File: config.mk
export PLATFORM = sky130hd
export DESIGN_NAME = swmax_cell
export DESIGN_NICKNAME = d
export VERILOG_FILES = /design/src/rtl/assert_macros.svh /design/src/rtl/swmax_pkg.sv /design/src/rtl/swmax_cell.sv
export SDC_FILE = /design/constraint.sdc
export NUM_CORES = 1
export LEC_CHECK = 0
export BUFFER_PORTS_ARGS = -buffer_cell sky130_fd_sc_hd__buf_2
export CAP_MARGIN = 20
export CORE_UTILIZATION = 25
export CTS_CLUSTER_SIZE = 14
export DETAILED_ROUTE_END_ITERATION = 10
export GPL_TIMING_DRIVEN = 0
export PLACE_DENSITY_LB_ADDON = 0.15
export SLEW_MARGIN = 20
export SYNTH_ARGS = -nofsm -noshare
export SYNTH_HDL_FRONTEND = slang
export SYNTH_SLANG_ARGS = --single-unit
File: constraint.sdc
create_clock -name i_clk -period 6.23 [get_ports i_clk]
set_input_delay 0.623 -clock i_clk [delete_from_list [all_inputs] [get_ports i_clk]]
set_output_delay 0.623 -clock i_clk [all_outputs]
set_load 0.01 [all_outputs]
File: src/rtl/assert_macros.svh
// Assertion helpers for the RTL files that check their own logic.
// Each macro expects a clock named i_clk and an active-low reset named i_rst_n.
`ifndef ASSERT_MACROS_SVH
`define ASSERT_MACROS_SVH

// Property that must hold at every clock edge outside reset.
`define SWM_ASSERT(lbl, prop, msg) \
    lbl: assert property (@(posedge i_clk) disable iff (!i_rst_n) (prop)) else $error(msg);

// Same-cycle implication.
`define SWM_ASSERT_IMPL(lbl, ante, cons, msg) \
    lbl: assert property (@(posedge i_clk) disable iff (!i_rst_n) (ante) |-> (cons)) \
        else $error(msg);

// Next-cycle implication.
`define SWM_ASSERT_NEXT(lbl, ante, cons, msg) \
    lbl: assert property (@(posedge i_clk) disable iff (!i_rst_n) (ante) |=> (cons)) \
        else $error(msg);

`endif

File: src/rtl/swmax_pkg.sv
package swmax_pkg;

    // Field widths fixed by the interface.
    localparam int SAMPLE_W = 32;
    localparam int CFG_W    = 7;

    // Operations broadcast to every cell of the chain.
    localparam logic [1:0] OP_HOLD  = 2'd0;
    localparam logic [1:0] OP_STEP  = 2'd1;
    localparam logic [1:0] OP_SHIFT = 2'd2;
    localparam logic [1:0] OP_CLEAR = 2'd3;

    typedef struct packed {
        logic signed [SAMPLE_W-1:0] sample;
        logic                       last_sample;
    } t_in;

    typedef struct packed {
        logic signed [SAMPLE_W-1:0] window_max;
        logic                       last_result;
    } t_out;

    // Control shared by all cells in one cycle.
    typedef struct packed {
        logic [1:0]                 op;
        logic                       drop;
        logic signed [SAMPLE_W-1:0] sample;
    } t_cell_ctl;

endpackage

File: src/rtl/swmax_cell.sv
module swmax_cell import swmax_pkg::*; #(
    parameter int AGE_W = 7
) (
    input  logic                       i_clk,
    input  logic                       i_rst_n,
    input  t_cell_ctl                  i_ctl,
    input  logic                       i_head,
    input  logic                       i_prev_kept,
    input  logic signed [SAMPLE_W-1:0] i_next_value,
    input  logic [AGE_W-1:0]           i_next_age,
    input  logic                       i_next_valid,
    input  logic                       i_next_kept,
    output logic signed [SAMPLE_W-1:0] o_value,
    output logic [AGE_W-1:0]           o_age,
    output logic                       o_valid,
    output logic                       o_kept
);

    logic signed [SAMPLE_W-1:0] r_value;
    logic signed [SAMPLE_W-1:0] n_value;
    logic [AGE_W-1:0]           r_age;
    logic [AGE_W-1:0]           n_age;
    logic                       r_valid;
    logic                       n_valid;
    logic                       w_kept;

    // A candidate survives the new sample unless it is strictly smaller.
    assign w_kept = r_valid && (r_value >= i_ctl.sample);

    // Next contents: keep, take the neighbour's entry, take the new sample or empty.
    always_comb begin
        n_value = r_value;
        n_age   = r_age;
        n_valid = r_valid;
        unique case (i_ctl.op)
            OP_HOLD: begin
                n_valid = r_valid;
            end
            OP_CLEAR: begin
                n_valid = 1'b0;
            end
            OP_SHIFT: begin
                n_value = i_next_value;
                n_age   = i_next_age;
                n_valid = i_next_valid;
            end
            OP_STEP: begin
                if (!i_ctl.drop) begin
                    if (w_kept) begin
                        n_age = r_age + AGE_W'(1);
                    end else if (i_prev_kept || i_head) begin
                        n_value = i_ctl.sample;
                        n_age   = '0;
                        n_valid = 1'b1;
                    end else begin
                        n_valid = 1'b0;
                    end
                end else begin
                    if (i_next_kept) begin
                        n_value = i_next_value;
                        n_age   = i_next_age + AGE_W'(1);
                        n_valid = 1'b1;
                    end else if (w_kept || i_head) begin
                        n_value = i_ctl.sample;
                        n_age   = '0;
                        n_valid = 1'b1;
                    end else begin
                        n_valid = 1'b0;
                    end
                end
            end
        endcase
    end

    // Occupancy flag.
    always_ff @(posedge i_clk) begin
        if (!i_rst_n) begin
            r_valid <= 1'b0;
        end else begin
            r_valid <= n_valid;
        end
    end

    // Candidate payload.
    always_ff @(posedge i_clk) begin
        r_value <= n_value;
        r_age   <= n_age;
    end

    assign o_value = r_value;
    assign o_age   = r_age;
    assign o_valid = r_valid;
    assign o_kept  = w_kept;

endmodule

==> results.md, run 1 <==
- Total nets after synthesis: just under 400
- Number of gates resized after CTS: 0
- Sum of net half-perimeters after detailed placement: ~6200 um
- Number of clock buffers inserted by TritonCTS: 5
- Smallest setup slack after layout: 2830 ps
- Cell taking the most area after synthesis: sky130_fd_sc_hd__edfxtp_1
- Number of synthesized flops with an enable pin: 39
- Total wire length: ~7500 um
- Initial DRC count: 38
- Die Span Y: roughly 110 um
- CTS clk-pin slew, worst paths: around 60 ps
- Proportion of synthesized flip-flops having asynchronous set or reset: 0%
- Dominant combinational cell family by area after synthesis: adder cells
- Antenna diodes: 0
- Final worst path period share: between 50% and 60%
- Fraction of final layout cells with drive strength greater than 1: a little over two fifths
- DR vias: 2479
- Synthesized area per cell: about 11 um^2
- Post-placement cell count: approximately 530
- CTS max path bufs: 2
- Crit path launch type: primary input
- Quantity of hold-fixing buffers added after cts: 0
- Count of buffers added by post-CTS timing repair for setup: 0
- Switching power summed over all nets: roughly 0.00023 W
- Placed inst area: ~3700 um^2
- VDD IR-drop max: roughly 0.000091 V
- Final critical delay including setup and external delays: 3400 ps
- Count of max-cap constraint violations: 0
- CTS tree: built
- Final-report setup violation count: 0
- Signal arrival time at the worst endpoint: around 3400 ps
- Power per cell area: 207 nW/um^2
- Number of antenna violations at the first check in global routing: 0
- Outcome: finished, final reports clean
- Detailed-route vias per instance: 4.57
- Cell-internal power: between 0.0005 and 0.0006 W
- Transition time at the pin with the least slew margin: 873 ps
- Chip Width: between 100 and 150 um
- Total congestion overflow after global routing: 0
- Max-slew violation count: 0
- Number of search-and-repair iterations in the first detailed-routing pass: 4
- Number of different library cells in the post-synthesis netlist: between 40 and 50
- Cell row count: 38
- Adder-cell share of the synthesized area: approximately 16%
- Worst slew margin relative to its limit: 41.6%
- Place WS: about 2400 ps
- WL/cell: around 14 um
- Critical path endpoint category: flop
- Syn. warnings: 0
- Most used standard cells in the synthesized netlist: 40 x sky130_fd_sc_hd__inv_1, 39 x sky130_fd_sc_hd__edfxtp_1, 37 x sky130_fd_sc_hd__ha_1
- Utilization after layout: 34.9%
- Post-route non-filler standard cell count: ~540
- Synth Cell Area: between 2000 and 3000 um^2
- Ports: ~120
- H-tree levels: 2
- Wire length of the first global-routing pass: approximately 12000 um
- Cell with the most instances after synthesis: sky130_fd_sc_hd__inv_1
- Part of the power in registers: between 40% and 50%
- Leakage: 1.78 nW
- Compound-cell area share of the yosys netlist: roughly 12%
- Post-layout instance area: around 3800 um^2
- Number of filler instances in the final layout: between 1000 and 1500
- Fraction of synthesized cell area in xor and xnor cells: under 10%
- Clock tree root buffer cell: sky130_fd_sc_hd__clkbuf_16
- Placer Congestion: 0.784
- Most used flip-flop cell after synthesis: sky130_fd_sc_hd__edfxtp_1
- Clk_lat worst skew: between 200 and 300 ps
- Pin count of the biggest net entering global routing: 13
- Global-route usage over all layers: between 10 and 15%
- Data required time of the critical path: between 6000 and 7000 ps
- Switching Fraction: ~29%
- Fmax: ~300 MHz
- Vias in the first global route: about 2500
- Fraction of power consumed by the clock network: a little under a third
- Setup repair after global routing missed its margin: false
- Part of the Yosys area used for sequential elements: roughly two fifths
- Total design power: about 0.0008 W
- Number of sinks on the clock net: 40
- Quantity of I/O buffers inserted on ports: about 120
- Maximum fanout encountered on the critical timing path: 10
- Fin. Hold Viols: 0
- Area Overhead vs Synth: 33.3%
- Nets: about 520
- Synthesized flop and latch total: 40
- Hold/Removal Path Class: reg -> reg
- Kind of critical path: in -> reg
- Core Region: about 11000 um^2
- ANT nets after route: 0
- Remaining design rule violation count: 0
- Relative contribution of combinational cells to total power: 24.9%
- Simple-gate portion of the synthesized area: slightly above 10%
- Floorplan die area: between 10000 and 15000 um^2
- Share of synthesized area spent on multiplexers: roughly an eighth
- Final Skew: 3.94 ps
- Starting density of the core: roughly a quarter
- Post-Synthesis Cells: ~270
- Portion of synthesized cell area occupied by the leading cell type: a little over 40%
- Most area-consuming cells after synthesis: sky130_fd_sc_hd__edfxtp_1 41%, sky130_fd_sc_hd__ha_1 16%, sky130_fd_sc_hd__mux2_2 12%
==> worst paths after layout <==
| path | depth (start not counted) | slack [ps] | end | start |
|---|---|---|---|---|
| max | 13 | 2830 | o_value[3]$_DFFE_PP_ | i_ctl[31] |
| min | 2 | 530 | o_valid$_SDFFE_PN0P_ | o_valid$_SDFFE_PN0P_ |
| max reg2reg | 11 | 2880 | o_value[3]$_DFFE_PP_ | o_value[31]$_DFFE_PP_ |
| min reg2reg | 2 | 530 | o_valid$_SDFFE_PN0P_ | o_valid$_SDFFE_PN0P_ |
==> area by class of cell <==
class / count / area, um^2 / area share, %
timing repair buffer: 122 / 629 / 16.4
tap: 140 / 175 / 4.55
sequential: 40 / 1190 / 31.0
multi-input combinational: 185 / 1530 / 39.7
clock buffer: 5 / 125 / 3.25
clock inverter: 3 / 13.8 / 0.358
buffer: 7 / 36.3 / 0.943
inverter: 40 / 150 / 3.90
==> worst max-delay path, cell delays in order <==
cell and delay [ps]:
sky130_fd_sc_hd__buf_2 80, sky130_fd_sc_hd__inv_1 40, sky130_fd_sc_hd__ha_1 320, sky130_fd_sc_hd__nand4_1 200, sky130_fd_sc_hd__nor4_2 400, sky130_fd_sc_hd__nand3_1 150, sky130_fd_sc_hd__a31oi_1 290, sky130_fd_sc_hd__nor3_2 120
sky130_fd_sc_hd__buf_6 160, sky130_fd_sc_hd__o2bb2ai_1 160, sky130_fd_sc_hd__a311oi_4 430, sky130_fd_sc_hd__buf_6 220, sky130_fd_sc_hd__buf_6 170
==> power by group through the flow <==
stage / clock network (W) / registers [W] / logic [W]
floorplan: 0 / 0.000364 / 0.0000994
detailed placement: 0 / 0.000352 / 0.000203
global placement: 0 / 0.000354 / 0.000194
global route: 0.000271 / 0.000349 / 0.000227
finish: 0.000252 / 0.000346 / 0.000198
CTS: 0.000265 / 0.000346 / 0.000204
==> state kept, by name, summed over array words and instances, names as in the netlist <==
register and count:
o_valid 1, o_age 7, o_value 32
==> stage by stage <==
stage	hold slack, ps	setup TNS (ps)
global placement	521	-41000
detailed placement	540	0
global route	597	0
CTS	548	0
floorplan	514	0
finish	532	0
==> per-layer routing <==
layer / GRT usage (%) / part of all wire (%) / up-vias
met1: 15.7 / 43 / 1146
met5: 0 / 0 / -
met4: 2.57 / 0.62 / 0
li1: - / - / 1253
met2: 22.5 / 48 / 75
met3: 3.32 / 7.6 / 5
==> layout by cell type (no fill, tap or decap), drive strengths merged, types with 2 or more instances in the layout <==
cell	instances
a21oi	21
a22oi	2
a31oi	2
and3	2
buf	125
clkbuf	9
clkinv	3
edfxtp	39
ha	37
inv	40
mux2	32
nand2	18
nand3	10
nand4	7
nor2	9
nor3	3
nor4	3
o21ai	11
o31ai	4
xnor2	3
xor2	2
==> kinds of logic (layout without fill, tap and decap cells) <==
logic type	count (synthesis)	after routing
xor gates and xnor gates	5	5
AOI/OAI and AO/OA	52	52
DFF	40	40
and+or+nand+nor	58	58
adders and majority gates	37	37
buffers and inverters	47	177
muxes	33	33
Power figures use the tool's default switching activity.
==> inputs of run 2 (changes only) <==
==> constraint.sdc (replaced) <==
create_clock -name i_clk -period 2.95 [get_ports i_clk]
set_input_delay 0.295 -clock i_clk [delete_from_list [all_inputs] [get_ports i_clk]]
set_output_delay 0.295 -clock i_clk [all_outputs]
set_load 0.01 [all_outputs]
==> run 2 against run 1 <==
Total power up 130%. Via count up 2.7%. Combinational power up 150%. Clock power rose to 2.5 times the previous value. Worst setup slack worse by 2800 ps. Sequential share of layout area down 2.2 points. Non-clock buffer count up 10. Clock-buffer cell count unchanged. Die area unchanged. Cell area up 7.7%.
==> results.md, run 2 (same netlist as run 1, synthesis figures left out) <==
- Floorplan die area: 12000 um^2 (unchanged)
- Placer Congestion: 0.802 (+2.3%)
- Number of sinks on the clock net: 40 (unchanged)
- Post-route non-filler standard cell count: 552 (+1.8%)
- Post-placement cell count: 534 (unchanged)
- Die Span Y: 109 um (unchanged)
- Final worst path period share: 99.9%
- CTS max path bufs: 2 (unchanged)
- Crit path launch type: flop
- Wire length of the first global-routing pass: 12300 um (+3.1%)
- CTS tree: built
- Area Overhead vs Synth: 43.6%
- Sum of net half-perimeters after detailed placement: 6310 um (+1.1%)
- Commonest non-fill, non-tap cell in the layout: sky130_fd_sc_hd__buf_2
- Final Skew: 7.79 ps (+3.85 ps)
- Quantity of I/O buffers inserted on ports: 119 (unchanged)
- Count of max-cap constraint violations: 0 (unchanged)
- Met1 Usage GRT: 14.8% (-0.93 points)
- Remaining design rule violation count: 0 (unchanged)
- Vias in the first global route: 2608 (+4.1%)
- Number of antenna violations at the first check in global routing: 0 (unchanged)
- Cell type of the slowest stage on the worst timing path: sky130_fd_sc_hd__edfxtp_1
- H-tree levels: 2 (unchanged)
- Smallest setup slack after layout: 2.78 ps (-2830 ps)
- Chip Width: 109 um (unchanged)
- ANT nets after route: 0 (unchanged)
- Total wire length: 7990 um (+6.9%)
- Kind of critical path: reg -> reg
- Met3 Track Usage GR: 4.09% (+0.77 points)
- Fin. Hold Viols: 0 (unchanged)
- CTS clk-pin slew, worst paths: 60 ps (about the same)
- Final-report setup violation count: 0 (unchanged)
- Fmax: 339 MHz
- Maximum fanout encountered on the critical timing path: 10 (unchanged)
- Global-route met2 utilization: 24.8% (+2.3 points)
- VDD IR-drop max: 0.000210 V (+130%)
- Commonest cells after routing, fill and taps aside: 121 x sky130_fd_sc_hd__buf_2, 40 x sky130_fd_sc_hd__inv_1, 39 x sky130_fd_sc_hd__edfxtp_1, 32 x sky130_fd_sc_hd__mux2_2, 32 x sky130_fd_sc_hd__ha_1
- Power per cell area: 446 nW/um^2 (+120%)
- Antenna diodes: 0 (unchanged)
- Global-route usage over all layers: 13.4% (+0.64 points)
- Hold/Removal Path Class: in -> reg
- Ports: 121 (unchanged)
- Total design power: 0.00185 W (+130%)
- Total congestion overflow after global routing: 0 (unchanged)
- Number of clock buffers inserted by TritonCTS: 5 (unchanged)
- Critical path endpoint category: flop
- Worst slew margin relative to its limit: 60.8% (+19 points)
- Detailed-route vias per instance: 4.61 (+0.84%)
- Transition time at the pin with the least slew margin: 587 ps (-285 ps)
- Cells along the critical path: ha_4, nand4_1, nor4_2, a211oi_2, a31oi_4, nor3_4, buf_6, o2bb2ai_2, a311oi_4, buf_6, buf_12
- Clk_lat worst skew: 290 ps (about the same)
- Max-slew violation count: 0 (unchanged)
- Initial DRC count: 39 (+2.6%)
- Core Region: 11000 um^2 (unchanged)
- Leakage: 1.88 nW (+5.3%)
- DR vias: 2546 (+2.7%)
- Most numerous cell on the critical path: sky130_fd_sc_hd__buf_6
- Nets: 528 (+1.9%)
- WL/cell: 14.5 um (+4.9%)
- Pin count of the biggest net entering global routing: 13 (unchanged)
- Signal arrival time at the worst endpoint: 2950 ps (-440 ps)
- Cell row count: 38 (unchanged)
- Fraction of final layout cells with drive strength greater than 1: 47.3% (+4.8 points)
- Setup repair after global routing missed its margin: true
- Data required time of the critical path: 2950 ps (-3270 ps)
- Place WS: -367 ps (-2800 ps)
- Clock tree root buffer cell: sky130_fd_sc_hd__clkbuf_16
- Delay of the slowest critical-path stage: 440 ps (about the same)
- Number of filler instances in the final layout: 1165 (-0.51%)
- Number of search-and-repair iterations in the first detailed-routing pass: 4 (unchanged)
- Outcome: finished, final reports clean
- Busiest metal layer after global routing: met2
- Flip-flop count of the largest register, all copies and words added: 32 (unchanged)
- Final critical delay including setup and external delays: 2950 ps
- Starting density of the core: 26.2% (unchanged)
-- run 2: what timing repair did --
item                                    CTS  global route
endpoints found under the hold margin     0             0
hold buffers                              0             0
gates resized for setup                  12            12
buffers inserted                          8             1
gates cloned                              1             0
endpoints found under the setup margin   37            41
pin swaps                                 6             7
-- run 2: critical path: cells and delay by family (launching register included) --
| family | cells | cell delay (ps) |
|---|---|---|
| compound gates | 4 | 790 |
| simple gates | 3 | 670 |
| buf+inv | 3 | 460 |
| flops | 1 | 440 |
| fa+ha+maj | 1 | 300 |
-- run 2: final cells by class --
cell class | instances | area (um^2) | area share, %
inverters | 40 | 150 | 3.62
clock inverters | 3 | 37.5 | 0.906
repair buffers | 132 | 761 | 18.4
multi-input cells | 185 | 1670 | 40.2
clock buffers | 5 | 125 | 3.02
well taps | 140 | 175 | 4.23
plain buffers | 7 | 36.3 | 0.876
flip-flops and latches | 40 | 1190 | 28.7
-- run 2: path summary, 6_finish.rpt --
kind | slack, ps | depth (start not counted) | from | to
setup / recovery | 3 | 11 | o_value[13]$_DFFE_PP_ | o_value[7]$_DFFE_PP_
hold / removal | 290 | 3 | i_rst_n | o_valid$_SDFFE_PN0P_
setup reg to reg | 3 | 11 | o_value[13]$_DFFE_PP_ | o_value[7]$_DFFE_PP_
hold reg to reg | 570 | 2 | o_valid$_SDFFE_PN0P_ | o_valid$_SDFFE_PN0P_
-- run 2: per-layer routing --
metal,vias up,wire (um)
met5,-,0
met4,0,94
met3,9,583
met2,86,4010
met1,1177,3300
li1,1274,-
-- run 2: metrics by stage --
step                      hold WS [ps]  instance area (um^2)  util, %  setup TNS (ps)
after floorplan                    446                  2930        -           -8790
after global placement             552                  3700     33.5          -40860
after detailed placement           559                  3740     33.9           -8400
after CTS                          286                  4060     36.8           -1810
after global routing               296                  4140     37.6           -2570
final                              289                  4140     37.6               0
-- run 2: power breakdown --
part | total [W] | switching (W) | internal (W)
logic | 0.000487 | 0.000247 | 0.000240
clock network | 0.000630 | 0.000236 | 0.000394
registers | 0.000733 | 0.0000359 | 0.000697
total | 0.00185 | 0.000519 | 0.00133
==> inputs of run 3 (changes only) <==
--- a/config.mk
+++ b/config.mk
@@ -8,6 +8,7 @@
 export BUFFER_PORTS_ARGS = -buffer_cell sky130_fd_sc_hd__buf_2
 export CAP_MARGIN = 20
 export CORE_UTILIZATION = 25
+export CTS_BUF_LIST = sky130_fd_sc_hd__clkbuf_8
 export CTS_CLUSTER_SIZE = 14
 export DETAILED_ROUTE_END_ITERATION = 10
 export GPL_TIMING_DRIVEN = 0
==> run 3 against run 2 <==
Critical path depth fell by 1. Sequential power about the same. Cell area fell by 1.8%. Hold slack worse by 16 ps. First-iteration DRC count rose by 26%. Utilization fell by 0.66 points. Final cell count did not move. Critical endpoint unchanged. Largest cell class unchanged. Highest routed layer unchanged.
==> results.md, run 3 (same netlist as run 1, synthesis figures left out) <==
- Transition time at the pin with the least slew margin: 563 ps (-24.4 ps)
- Area Overhead vs Synth: 41.1%
- Max-slew violation count: 0 (unchanged)
- Post-placement cell count: 534 (unchanged)
- Worst slew margin relative to its limit: 62.5% (+1.6 points)
- VDD IR-drop max: 0.000196 V (-6.5%)
- Remaining design rule violation count: 0 (unchanged)
- Global-route usage over all layers: 13.4% (-0.038 points)
- CTS max path bufs: 2 (unchanged)
- Signal arrival time at the worst endpoint: 2960 ps (about the same)
- Critical path endpoint category: flop
- Wire length of the first global-routing pass: 12200 um (-0.29%)
- Number of sinks on the clock net: 40 (unchanged)
- Die Span Y: 109 um (unchanged)
- Hold/Removal Path Class: in -> reg
- Met3 Track Usage GR: 4.09% (unchanged)
- Nets: 528 (unchanged)
- Met1 Usage GRT: 14.7% (-0.073 points)
- Fraction of final layout cells with drive strength greater than 1: 47.1% (-0.24 points)
- CTS tree: built
- Worst Hold Path Cells: 3 (unchanged)
- Sum of net half-perimeters after detailed placement: 6310 um (unchanged)
- Ports: 121 (unchanged)
- Post-route non-filler standard cell count: 552 (unchanged)
- Pin count of the biggest net entering global routing: 13 (unchanged)
- Setup repair after global routing missed its margin: true
- Clock tree root buffer cell: sky130_fd_sc_hd__clkbuf_8
- Clk_lat worst skew: 290 ps (about the same)
- Quantity of I/O buffers inserted on ports: 119 (unchanged)
- Total wire length: 7880 um (-1.4%)
- Placed inst area: 3740 um^2 (unchanged)
- Kind of critical path: reg -> reg
- Seq. cell area: 1190 um^2 (unchanged)
- Smallest hold slack: 273 ps (-15.5 ps)
- Final worst path period share: 99.8% (about the same)
- DR vias: 2542 (-0.16%)
- Initial DRC count: 49 (+26%)
- Commonest cells after routing, fill and taps aside: 121 x sky130_fd_sc_hd__buf_2, 40 x sky130_fd_sc_hd__inv_1, 39 x sky130_fd_sc_hd__edfxtp_1, 33 x sky130_fd_sc_hd__ha_1, 32 x sky130_fd_sc_hd__mux2_2
- Leakage: 1.85 nW (-1.5%)
- Count of max-cap constraint violations: 0 (unchanged)
- Total congestion overflow after global routing: 0 (unchanged)
- Number of clock buffers inserted by TritonCTS: 5 (unchanged)
- Core Region: 11000 um^2 (unchanged)
- Floorplan die area: 12000 um^2 (unchanged)
- Busiest metal layer after global routing: met2
- Number of search-and-repair iterations in the first detailed-routing pass: 4 (unchanged)
- Area taken by multi-input logic gates: 1660 um^2 (-0.75%)
- Final-report setup violation count: 0 (unchanged)
- Post-layout instance area: 4070 um^2 (-1.8%)
- Number of cells on the worst reg-to-reg path: 10 (-1)
- Starting density of the core: 26.2% (unchanged)
- Number of antenna violations at the first check in global routing: 0 (unchanged)
- Detailed-route vias per instance: 4.61 (-0.16%)
- Global-route met2 utilization: 24.9% (+0.13 points)
- WL/cell: 14.3 um (-1.4%)
- H-tree levels: 2 (unchanged)
- Crit path launch type: flop
- Power per cell area: 411 nW/um^2 (-7.9%)
- Flip-flop count of the largest register, all copies and words added: 32 (unchanged)
- Antenna diodes: 0 (unchanged)
- Final critical delay including setup and external delays: 2950 ps (-1.74 ps)
- Placer Congestion: 0.802 (unchanged)
- Cell row count: 38 (unchanged)
- Chip Width: 109 um (unchanged)
- ANT nets after route: 0 (unchanged)
- Fin. Hold Viols: 0 (unchanged)
- Smallest setup slack after layout: 4.52 ps (+1.74 ps)
- Outcome: finished, final reports clean
- Fmax: 340 MHz (about the same)
- CTS clk-pin slew, worst paths: 90 ps (+30 ps)
- Maximum fanout encountered on the critical timing path: 9 (-1)
- Data required time of the critical path: 2960 ps (about the same)
- Quantity of hold-fixing buffers added after cts: 0 (unchanged)
- Vias in the first global route: 2603 (-0.19%)
- Commonest non-fill, non-tap cell in the layout: sky130_fd_sc_hd__buf_2
- Number of filler instances in the final layout: 1177 (+1.0%)
- Final Skew: 5.58 ps (-2.21 ps)
- Place WS: -367 ps (unchanged)
[run 3: path summary, 6_finish.rpt]
check	slack [ps]	to	start
setup / recovery	5	o_value[7]$_DFFE_PP_	o_value[14]$_DFFE_PP_
hold / removal	270	o_valid$_SDFFE_PN0P_	i_rst_n
setup reg to reg	5	o_value[7]$_DFFE_PP_	o_value[14]$_DFFE_PP_
hold reg to reg	570	o_valid$_SDFFE_PN0P_	o_valid$_SDFFE_PN0P_
[run 3: report_power, final]
part,internal (W),switching (W)
Sequential,0.000696,0.0000351
Clock,0.000247,0.000212
Combinational,0.000238,0.000245
[run 3: critical path, stage by stage (launching register included)]
cell,delay (ps)
sky130_fd_sc_hd__edfxtp_1,440
sky130_fd_sc_hd__ha_4,290
sky130_fd_sc_hd__nand4_1,210
sky130_fd_sc_hd__a2111o_1,490
sky130_fd_sc_hd__a31oi_4,200
sky130_fd_sc_hd__nor3_4,90
sky130_fd_sc_hd__buf_6,120
sky130_fd_sc_hd__o2bb2ai_2,120
sky130_fd_sc_hd__a311oi_4,350
sky130_fd_sc_hd__buf_6,210
sky130_fd_sc_hd__buf_12,140
[run 3: what timing repair did]
item	CTS	global route
resized for setup	13	9
setup endpoints to repair	39	40
setup buffers	8	1
gates cloned	1	0
pin swaps	6	7
[run 3: metrics by stage]
stage                     total power (W)  setup TNS [ps]  utilization [%]
after global routing              0.00178           -3110             36.9
after CTS                         0.00170           -2100             36.3
after floorplan                  0.000985           -8790                -
final                             0.00167               0             36.9
after detailed placement          0.00118           -8400             33.9
after global placement            0.00116          -40860             33.5
[run 3: area by class of cell]
cell class / instances / area share (%)
plain buffers: 7 / 0.891
clock buffers: 5 / 1.69
clock inverters: 3 / 0.922
inverters: 40 / 3.69
multi-input cells: 185 / 40.7
flip-flops and latches: 40 / 29.3
well taps: 140 / 4.30
repair buffers: 132 / 18.6
[run 3: metal layers]
layer  part of all wire [%]  vias up  wire (um)
li1                       -     1273          -
met1                     41     1176       3250
met2                     51       87       3990
met3                    7.3        6        574
met4                   0.77        0         61
met5                      0        -          0
